File: src/rtl/core/pjq_pkg.sv
// Shared types, constants and codes for the priority job queue.
`timescale 1ns / 1ps
package pjq_pkg;

    localparam int QUEUE_DEPTH = 32;
    localparam int MAX_RESULTS = 32;
    localparam int ADDR_W      = (QUEUE_DEPTH > 1) ? $clog2(QUEUE_DEPTH) : 1;
    localparam int CNT_W       = $clog2(QUEUE_DEPTH + 1);
    localparam int NRES_W      = $clog2(MAX_RESULTS + 1);

    // Result status codes
    localparam logic [1:0] ST_ENTRY = 2'd0;
    localparam logic [1:0] ST_EMPTY = 2'd1;
    localparam logic [1:0] ST_FULL  = 2'd2;
    localparam logic [1:0] ST_DONE  = 2'd3;

    // Request modes as they arrive on the input channel
    localparam logic [2:0] MODE_ADD   = 3'd0;
    localparam logic [2:0] MODE_POP   = 3'd1;
    localparam logic [2:0] MODE_LUSER = 3'd2;
    localparam logic [2:0] MODE_LCAP  = 3'd3;
    localparam logic [2:0] MODE_LALL  = 3'd4;
    localparam logic [2:0] MODE_CLEAR = 3'd5;

    // Classified commands handed from front to back
    typedef enum logic [2:0] {
        CMD_ADD,
        CMD_POP,
        CMD_LUSER,
        CMD_LCAP,
        CMD_LALL,
        CMD_CLEAR,
        CMD_NOP
    } cmd_op_t;

    // One stored job (also carries the limits of a capacity listing)
    typedef struct packed {
        logic [15:0] prio;
        logic [15:0] run_time;
        logic [15:0] memory;
        logic [7:0]  gpus;
        logic [7:0]  cpus;
        logic [31:0] user;
        logic [31:0] job;
    } entry_t;

    typedef struct packed {
        cmd_op_t op;
        entry_t  ent;
    } cmd_t;

endpackage

File: src/rtl/core/pjq_front.sv
// Front end: accepts requests, classifies the mode and queues commands.
`timescale 1ns / 1ps
module pjq_front (
    input  logic          aclk,
    input  logic          aresetn,
    input  logic          in_valid,
    output logic          in_ready,
    input  logic [2:0]    in_mode,
    input  pjq_pkg::entry_t in_ent,
    output logic          cmd_valid,
    input  logic          cmd_ready,
    output pjq_pkg::cmd_t cmd
);

    pjq_pkg::cmd_t   fifo_reg [2];
    logic            wr_ptr_reg, wr_ptr_next;
    logic            rd_ptr_reg, rd_ptr_next;
    logic [1:0]      cnt_reg, cnt_next;
    pjq_pkg::cmd_op_t op;
    logic            push, pop;

    // Classify the request mode
    always_comb begin
        case (in_mode)
            pjq_pkg::MODE_ADD:   op = pjq_pkg::CMD_ADD;
            pjq_pkg::MODE_POP:   op = pjq_pkg::CMD_POP;
            pjq_pkg::MODE_LUSER: op = pjq_pkg::CMD_LUSER;
            pjq_pkg::MODE_LCAP:  op = pjq_pkg::CMD_LCAP;
            pjq_pkg::MODE_LALL:  op = pjq_pkg::CMD_LALL;
            pjq_pkg::MODE_CLEAR: op = pjq_pkg::CMD_CLEAR;
            default:             op = pjq_pkg::CMD_NOP;
        endcase
    end

    assign in_ready  = (cnt_reg != 2'd2);
    assign cmd_valid = (cnt_reg != 2'd0);
    assign cmd       = fifo_reg[rd_ptr_reg];
    assign push      = in_valid && in_ready;
    assign pop       = cmd_valid && cmd_ready;

    // Advance pointers and fill count
    always_comb begin
        wr_ptr_next = push ? ~wr_ptr_reg : wr_ptr_reg;
        rd_ptr_next = pop ? ~rd_ptr_reg : rd_ptr_reg;
        cnt_next    = cnt_reg + {1'b0, push} - {1'b0, pop};
    end

    always_ff @(posedge aclk) begin
        if (!aresetn) begin
            wr_ptr_reg <= 1'b0;
            rd_ptr_reg <= 1'b0;
            cnt_reg    <= 2'd0;
        end else begin
            wr_ptr_reg <= wr_ptr_next;
            rd_ptr_reg <= rd_ptr_next;
            cnt_reg    <= cnt_next;
        end
    end

    // Hold queued commands
    always_ff @(posedge aclk) begin
        if (push) begin
            fifo_reg[wr_ptr_reg] <= '{op: op, ent: in_ent};
        end
    end

endmodule

File: config.mk
export PLATFORM = sky130hd
export DESIGN_NAME = pjq_front
export DESIGN_NICKNAME = d
export VERILOG_FILES = /design/src/rtl/core/pjq_pkg.sv /design/src/rtl/core/pjq_front.sv
export SDC_FILE = /design/constraint.sdc
export NUM_CORES = 1
export LEC_CHECK = 0
export BUFFER_PORTS_ARGS = -buffer_cell sky130_fd_sc_hd__buf_2
export CAP_MARGIN = 20
export CORE_ASPECT_RATIO = 1.25
export CORE_MARGIN = 2
export CORE_UTILIZATION = 47
export DETAILED_ROUTE_END_ITERATION = 10
export PLACE_DENSITY = 0.81
export SLEW_MARGIN = 20
export SYNTH_ARGS = -nofsm -noshare
export SYNTH_HDL_FRONTEND = slang
export SYNTH_SLANG_ARGS = --single-unit
export TNS_END_PERCENT = 20
File: constraint.sdc
create_clock -name aclk -period 5.6 [get_ports aclk]
set_input_delay 1.12 -clock aclk [delete_from_list [all_inputs] [get_ports aclk]]
set_output_delay 1.12 -clock aclk [all_outputs]
set_load 0.005 [all_outputs]
After elaboration in Yosys (flattened, before gate mapping)

Memory sizes are Yosys's and may differ from the RTL's. A register that Yosys moved wholly into a read port is not among the register bits.
Cells that the tools add are included.

Register bits after elaboration: 4
Bits in latches: 0
RAM bits: 262
Memory bits (read-only): 0
Bits of input ports: 135
Output and inout bits: 133
Logic and storage cells: 23
Memories: 1

Memory list:

| name     | depth | width | rd ports | clocked after Yosys merged registers in | write ports | line            | RTL |
|---|---|---|---|---|---|---|---|
| fifo_reg | 2     | 131   | 1        | 1                                       | 1           | pjq_front.sv:15 | `pjq_pkg::cmd_t fifo_reg [2];` |

Add/subtract/negate cells: 2
Multiply operators: 0
Div/mod/pow operators: 0
Order comparisons: 0
Equality and inequality tests: 6
Shift operators: 0
Mux-type cells: 5
Bitwise logic cells: 2
Reduce and logical (&&, ||, !) cells: 4

Operators with widths:

| operator           | number |
|---|---|
| $pmux 3 s6         | 1 |
| $eq 3x2->1 const B | 2 |
| $eq 3x3->1 const B | 2 |
| $mux 1             | 4 |
| $eq 3x1->1 const B | 1 |
| $logic_not 3->1    | 1 |
| $add 2x1->2        | 1 |
| $logic_and 1x1->1  | 2 |
| $ne 2x2->1 const B | 1 |
| $not 1->1          | 2 |
| $reduce_bool 2->1  | 1 |
| $sub 2x1->2        | 1 |

Logic depth before layout (Yosys ltp)

Gate-level depths: netlist of run 1.

Depth after elaboration: 4
Mapped depth: 6
Gate-level depth less buffers: 6

Worst setup path after synthesis of run 1

Ideal clock, no wire load.

Path kind: input -> register
From: input port in_valid
To: memory fifo_reg[1][0] in the netlist's numbering (enable)
Library setup time: 0.506 ns
Data arrival time: 4.184 ns
Required time: 5.094 ns
Slack: 0.909 ns
Stages: 1
Buffers on the path: 0
Cell sequence: and3_1

Word-level cells in the longest chain between the ends: 3

RTL lines:

| element                      | line            | RTL |
|---|---|---|
| start: declaration           | pjq_front.sv:6  | `input logic in_valid,` |
| $logic_and 1x1->1            | pjq_front.sv:38 | `assign push = in_valid && in_ready;` |
| $mux 1                       | pjq_front.sv:62 | `if (push) begin` |
| $mux 1 (not written as such) | pjq_front.sv:63 | `fifo_reg[wr_ptr_reg] <= '{op: op, ent: in_ent};` |
| end: declaration             | pjq_front.sv:15 |  |

No other way between the ends.

==> results of run 1 <==
==> final cells by class <==
class | count | area [µm²] | share of cell area [%]
Inverter | 2 | 12.5 | 0.0998
Clock inverter | 18 | 151 | 1.21
Tap cell | 274 | 343 | 2.74
Antenna cell | 2 | 5.00 | 0.0399
Timing Repair Buffer | 271 | 1390 | 11.1
Multi-Input combinational cell | 155 | 1980 | 15.8
Sequential cell | 267 | 7970 | 63.6
Clock buffer | 28 | 679 | 5.42
==> stage by stage <==
step / utilization, % / std cells / setup slack (ns) / power (mW)
after floorplan: - / 441 / 0.909 / 3.21
after global placement: 55.8 / 969 / 2.52 / 3.54
after detailed placement: 55.8 / 969 / 2.51 / 3.56
after CTS: 59.8 / 1015 / 2.09 / 5.23
after global routing: 59.8 / 1016 / 2.00 / 5.39
final: 59.8 / 1017 / 2.13 / 5.17
==> per-layer routing <==
metal / wire (µm) / GRT usage [%] / up-vias
met2: 9380 / 27.7 / 202
li1: - / - / 2319
met3: 1450 / 4.58 / 33
met4: 359 / 4.44 / 2
met5: 11 / 0 / -
met1: 6780 / 17.8 / 2449
==> placed cells by master (no fill, tap or decap), types with 2 or more instances in the layout <==
cell / Yosys / routed
buf_2: 5 / 267
clkinv_1: 0 / 6
clkbuf_16: 0 / 27
dfxtp_1: 5 / 4
clkinvlp_4: 0 / 6
bufinv_16: 0 / 2
o21ai_0: 2 / 2
nor2_1: 4 / 4
mux2_2: 41 / 41
buf_12: 0 / 2
clkinv_2: 0 / 3
buf_4: 0 / 2
diode_2: 0 / 2
edfxtp_1: 262 / 262
mux2_4: 90 / 90
==> critical path: stages (launching register included) <==
cell	delay (ns)
dfxtp_4	0.54
buf_4	0.68
mux2_2	0.43
buf_2	0.13
==> cell families (layout without fill, tap and decap cells) <==
group | after synthesis | after routing
flops | 267 | 267
mux | 131 | 131
buf+inv | 19 | 319
simple gates | 15 | 15
compound gates | 7 | 7
fa+ha+maj | 1 | 1
xor+xnor | 1 | 1
other cells | 0 | 2
==> worst min-delay path by stage <==
| stage | from | to | slack [ns] | cells past startpoint |
|---|---|---|---|---|
| 2_1_floorplan | rd_ptr_reg | register | 0.47 | 2 |
| 3_3_place_gp | rd_ptr_reg | rd_ptr_reg | 0.48 | 2 |
| 3_5_place_dp | rd_ptr_reg | rd_ptr_reg | 0.50 | 2 |
| 4_1_cts | rd_ptr_reg | rd_ptr_reg | 0.51 | 2 |
| 5_1_grt | rd_ptr_reg | rd_ptr_reg | 0.55 | 2 |
| 6_report | rd_ptr_reg | rd_ptr_reg | 0.50 | 2 |
==> power by group through the flow <==
stage | logic (mW) | registers [mW] | clock network (mW)
global placement | 1.01 | 2.53 | 0
finish | 1.01 | 2.50 | 1.66
CTS | 1.03 | 2.50 | 1.70
global route | 1.10 | 2.51 | 1.78
floorplan | 0.682 | 2.53 | 0
detailed placement | 1.03 | 2.54 | 0
==> results.cfg, run 1 <==
[power]
ir_drop_mv = 0.361
pwr-share-clk_pct = 32.2
power_leakage_nw = 4.82
internal_power_mw = 3.96
p_switching_mw = 1.21
pwr_density_cell_nw_per_um2 = 412
seq_power_share_pct = 48.3
combPwrFrac_pct = 19.5
p_sw_share_pct = 23.4

[floorplan]
die_h_um = 168
initial_core_util_pct = 48.1
dieArea_um2 = 22700
placementRows = 59
core_region_area_um2 = 21000
ioPinCount = 268
die_x_um = 135

[synth]
synth_xor_area_share_pct = 0.0868
synth-simple-area-share_pct = 0.880
yosysTopAreaCell = edfxtp_1
yosys.area_share.adder_pct = 0.124
ys_top_cells_by_count = edfxtp_1, mux2_4, mux2_2
syn_area_um2 = 10100
synthTopCellsByArea = edfxtp_1, mux2_4, mux2_2
synth_compound_area_share_pct = 0.508
ys.flop_type = edfxtp_1
yosysMostFrequentCell = edfxtp_1
synthCells = 441
synth_seq_area_share_pct = 78.9
syn_nets = 577
avgSynthCellArea_um2 = 22.9
yosysUniqueCellTypes = 27
synth_edf_count = 262
synth_top_family_by_area = multiplexers
synthMuxAreaShare_pct = 18.0
ys_ff_latch = 267
synthArstFlopShare_pct = 0
synth_warnings = 0
yosysTopAreaCellShare_pct = 77.9

[cts]
clk_path_buf_depth = 3
clk_pin_slew_ns = 0.06
htreeDepth = 1
post_cts_resized = 0
cts_buffers = 26
cts_tree = yes
cts.sinks = 267
cts_setup_buffers = 0
cts-hold-fix-buffers = 0
root_buffer = clkbuf_16
clock_latency_ns = 0.51

[global_routing]
grt_max_degree = 110
antenna_found_initial = 3
grt_pass1_wl_mm = 27.3
grtUsageTotal_pct = 15.4
grt_pass1_vias = 5249
overflow = 0

[sta]
tns_ns = 0
tightest_slew_ns = 1.08
fin_crit_ns = 3.47
clock.fmax_mhz = 288
finalSetupViolations = 0
maxSlewHeadroom_pct = 27.7
finalHoldWorstSlack_ns = 0.505
drv_slew = 0
finalHoldViolCount = 0
period_share_pct = 61.9
skew_ns = 0.0115
rsz0062_at_grt = false

[routing]
num_vias = 5005
wl_mm = 18.0
viasPerCell = 4.92
wl_per_cell_um = 17.7
drtPass1Iterations = 4
post-route-drc-count = 0
final_antenna_net_count = 0
dr.first_iter.drc_count = 303

[placement]
portBuffers = 267
dp_hpwl_mm = 11.8
place_area_um2 = 11700
gp_congestion = 0.728

[setup_path]
critPathMaxFanout = 46
reg2reg_from = cnt_reg[0]
r2r_cells = 4
reg2reg_slack_ns = 3.10
end_kind = primary output
worstPathRequired_ns = 4.48
crit_path_end = cmd[29]
r2r-end = fifo_reg[0][30]
cp-start-kind = register
worstPathArrival_ns = 2.35
crit_type = register to primary output

[outcome]
status = finished clean

[layout]
syn2layout_area_growth_pct = 24.2
largest_reg_flops = 262
n_fill_cell = 1531
postLayoutCellArea_um2 = 12500
layout.nets = 859
drive_gt1_share_pct = 60.5

[hold_path]
hold_class = register to register

[run]
cap_viol_max_count = 0
No activity file was read; power rests on OpenSTA's default activity.
==> run 2, diff against run 1 <==
==> constraint.sdc (replaced) <==
create_clock -name aclk -period 3.6 [get_ports aclk]
set_input_delay 0.72 -clock aclk [delete_from_list [all_inputs] [get_ports aclk]]
set_output_delay 0.72 -clock aclk [all_outputs]
set_load 0.005 [all_outputs]
==> run 2 against run 1 <==
Net effect:
- non-clock buffer count grew 5
- highest routed layer is now met4
- wire length grew 1.4%
- largest power group unchanged
- critical endpoint is now cmd[30]
- design area grew 0.12%
==> results.cfg, run 2 (synthesis gave the netlist of run 1 again) <==
[outcome]
status = finished clean

[layout]
layout_common_cells = buf_2, edfxtp_1, mux2_4
postLayoutCellArea_um2 = 12500
largest_reg_flops = 262
final_util_pct = 59.9
drive_gt1_share_pct = 59.7
final_common_cell = buf_2
layout.nets = 864
layoutNonFillerInstCount = 1020
syn2layout_area_growth_pct = 24.3

[global_routing]
grt_pass1_wl_mm = 27.2
grt_pass1_vias = 5198
antenna_found_initial = 1
overflow = 0
grtUsageTotal_pct = 15.4
grt_max_degree = 71

[placement]
dp.cells = 974
dp_hpwl_mm = 12.2
portBuffers = 267
gp_congestion = 0.752
place_area_um2 = 11800

[floorplan]
core_region_area_um2 = 21000
die_x_um = 135
die_h_um = 168
placementRows = 59
initial_core_util_pct = 48.1
ioPinCount = 268
dieArea_um2 = 22700

[routing]
post-route-drc-count = 0
dr.first_iter.drc_count = 217
final_antenna_net_count = 0
num_vias = 5010
wl_per_cell_um = 17.9
drtPass1Iterations = 4
wl_mm = 18.2
viasPerCell = 4.91

[cts]
clock_latency_ns = 0.52
cts_buffers = 26
cts-hold-fix-buffers = 0
post_cts_resized = 0
cts_setup_buffers = 0
clk_path_buf_depth = 3
htreeDepth = 1
clk_pin_slew_ns = 0.06
cts_tree = yes
root_buffer = clkbuf_16
cts.sinks = 267

[sta]
maxSlewHeadroom_pct = 45.1
skew_ns = 0.00672
clock.fmax_mhz = 353
tns_ns = 0
finalSetupViolations = 0
rsz0062_at_grt = false
finalHoldViolCount = 0
tightest_slew_ns = 0.824
fin_crit_ns = 2.83
drv_slew = 0
period_share_pct = 78.6

[run]
cap_viol_max_count = 0

[hold_path]
hold_class = input port to register
min_from = in_ent[29]

[setup_path]
cp_num_buf_inv = 2
critPathMaxFanout = 40
reg2reg_from = cnt_reg[0]
path_cells = buf_4 -> mux2_2 -> buf_2
cp_top_family = flip-flops
cp-start-kind = register
worstPathArrival_ns = 2.11
worstPathRequired_ns = 2.88
end_kind = primary output
crit_path_max_incr_delay_ns = 0.73
crit_type = register to primary output
reg2reg_slack_ns = 1.53
critPathSlowestCell = dfxtp_4

[power]
pwr_density_cell_nw_per_um2 = 635
power_leakage_nw = 4.84
power_mw = 7.96
ir_drop_mv = 0.428
run 2: worst reg2reg max path, stage by stage, from the launching register on:
cell,delay (ns)
dfxtp_1,0.41
nand2b_1,0.22
nand3b_1,0.19
inv_6,0.45
buf_4,0.46
run 2: per-stage QoR:
stage	setup slack [ns]	hold slack, ns
3_5_place_dp	1.24	0.496
3_3_place_gp	1.27	0.484
6_report	0.771	0.389
2_1_floorplan	-0.237	0.472
5_1_grt	0.630	0.365
4_1_cts	0.684	0.361
run 2: final timing paths:
check,end,depth (start not counted)
worst max-delay path,cmd[30],3
worst max register to register,fifo_reg[0][97],4
worst min register to register,rd_ptr_reg,2
worst min-delay path,fifo_reg[0][29],1
run 2: power by group:
group | total [mW] | leakage, nW | internal (mW) | switching [mW]
registers | 3.91 | 2.49 | 3.78 | 0.133
logic | 1.58 | 1.98 | 0.902 | 0.682
clock network | 2.47 | 0.369 | 1.43 | 1.03
total | 7.96 | 4.84 | 6.11 | 1.85
run 2: cell type report:
cell class                      instances  area [µm²]
Fill cell                            1533        8420
Sequential cell                       267        7970
Multi-Input combinational cell        155        1980
Timing Repair Buffer                  276        1470
Clock buffer                           36         709
Tap cell                              274         343
Clock inverter                          8        61.3
Inverter                                2        12.5
Antenna cell                            2        5.00
run 2: per-layer routing:
metal | track usage [%] | part of all wire [%]
met1 | 17.1 | 37
met2 | 28.3 | 53
met3 | 5.00 | 8.4
met4 | 4.21 | 1.6
met5 | 0 | 0
==> run 3, diff against run 2 <==
==> constraint.sdc (replaced) <==
create_clock -name aclk -period 2.85 [get_ports aclk]
set_input_delay 0.57 -clock aclk [delete_from_list [all_inputs] [get_ports aclk]]
set_output_delay 0.57 -clock aclk [all_outputs]
set_load 0.005 [all_outputs]
==> run 3 against run 2 <==
Net effect:
- count of clock-buffer cells in the layout shrank 1
- critical path type unchanged
- global-route usage shrank 0.11 points
- critical path depth is the same
- sequential share of layout area grew 0.089 points
- sequential power grew 25%
- critical endpoint is now cmd[130]
- combinational power grew 28%
==> results.cfg, run 3 (synthesis gave the netlist of run 1 again) <==
[outcome]
status = finished clean

[setup_path]
critPathMaxFanout = 54
worstPathRequired_ns = 2.28
crit_path_max_incr_delay_ns = 0.55
critPathSlowestCell = dfxtp_4
end_kind = primary output
worstPathArrival_ns = 2.02
crit_type = register to primary output
path_cells = buf_12 -> mux2_2 -> buf_2
cp-start-kind = register

[power]
seq_power_share_pct = 49.2
combPwrFrac_pct = 20.3
internal_power_mw = 7.61
ir_drop_mv = 0.640
p_switching_mw = 2.34
pwr_density_cell_nw_per_um2 = 795
p_sw_share_pct = 23.5
pwr-share-clk_pct = 30.5
power_leakage_nw = 4.82

[placement]
dp_hpwl_mm = 12.1
gp_congestion = 0.737
portBuffers = 267

[sta]
rsz0062_at_grt = false
finalHoldViolCount = 0
finalHoldWorstSlack_ns = 0.248
fin_crit_ns = 2.59
maxSlewHeadroom_pct = 61.6
drv_slew = 0
skew_ns = 0.0104
finalSetupViolations = 0
clock.fmax_mhz = 387
period_share_pct = 90.8
tightest_slew_ns = 0.575

[routing]
post-route-drc-count = 0
viasPerCell = 4.92
wl_mm = 18.2
final_antenna_net_count = 0
dr.first_iter.drc_count = 287
drtPass1Iterations = 4
wl_per_cell_um = 17.8
num_vias = 5014

[layout]
largest_reg_flops = 262
drive_gt1_share_pct = 59.7
final_common_cell = buf_2
syn2layout_area_growth_pct = 24.1
layout.nets = 862
final_util_pct = 59.8
multi_input_area_um2 = 1980
seqCellArea_um2 = 7970
layout_common_cells = buf_2, edfxtp_1, mux2_4
n_fill_cell = 1570

[hold_path]
hold_class = input port to register

[global_routing]
grt_max_degree = 60
antenna_found_initial = 2
grt_pass1_vias = 5315
grtUsageTotal_pct = 15.3
overflow = 0
grt_pass1_wl_mm = 27.1

[run]
cap_viol_max_count = 0

[cts]
clk_pin_slew_ns = 0.07
cts_tree = yes
cts-hold-fix-buffers = 0
post_cts_resized = 0
htreeDepth = 1
clock_latency_ns = 0.51
cts_setup_buffers = 0
cts_buffers = 25
clk_path_buf_depth = 3
root_buffer = clkbuf_16
cts.sinks = 267

[floorplan]
initial_core_util_pct = 48.1
dieArea_um2 = 22700
die_x_um = 135
ioPinCount = 268
core_region_area_um2 = 21000
placementRows = 59
die_h_um = 168
-- run 3: stage by stage --
stage	worst slack (ns)	std cells	TNS (ns)	power (mW)	cell area, µm²
after floorplan	-0.846	441	-110.80	6.29	10100
after global placement	0.787	973	0	7.00	11800
after detailed placement	0.789	973	0	7.05	11800
after CTS	0.227	1018	0	10.1	12500
after global routing	0.180	1018	0	10.4	12500
final	0.263	1019	0	9.96	12500
-- run 3: worst max-delay path: cells and delay by family, from the launching register on --
| kind | cells | cell delay [ns] |
|---|---|---|
| flip-flops | 1 | 0.55 |
| buffers and inverters | 2 | 0.48 |
| multiplexers | 1 | 0.38 |
-- run 3: layout make-up --
cell class	count	share of cell area [%]
flip-flops and latches	267	63.6
well taps	274	2.74
clock inverters	10	0.599
clock buffers	35	5.29
repair buffers	275	11.8
diodes	1	0.0200
inverters	2	0.0998
multi-input cells	155	15.8
-- run 3: worst paths after layout --
check                   from          endpoint  slack [ns]  cells past startpoint
setup reg to reg  cnt_reg[0]  fifo_reg[1][125]        0.95                      3
setup / recovery    register          cmd[130]        0.26                      3
hold / removal    in_ent[64]   fifo_reg[1][64]        0.25                      1
hold reg to reg   rd_ptr_reg          register        0.51                      2
-- run 3: power groups by stage --
| stage | clock network (mW) | registers, mW | logic (mW) |
|---|---|---|---|
| 3_3_place_gp | 0 | 4.96 | 2.03 |
| 2_1_floorplan | 0 | 4.95 | 1.34 |
| 6_report | 3.03 | 4.90 | 2.02 |
| 3_5_place_dp | 0 | 4.99 | 2.06 |
| 4_1_cts | 3.13 | 4.91 | 2.07 |
| 5_1_grt | 3.29 | 4.94 | 2.18 |
-- run 3: metal layers --
layer | vias to the layer above | share of wire (%) | track usage, %
met3 | 34 | 9.1 | 4.40
met1 | 2440 | 37 | 17.4
met5 | - | 0 | 0
met2 | 218 | 52 | 28.1
li1 | 2322 | - | -
met4 | 0 | 2.1 | 4.21
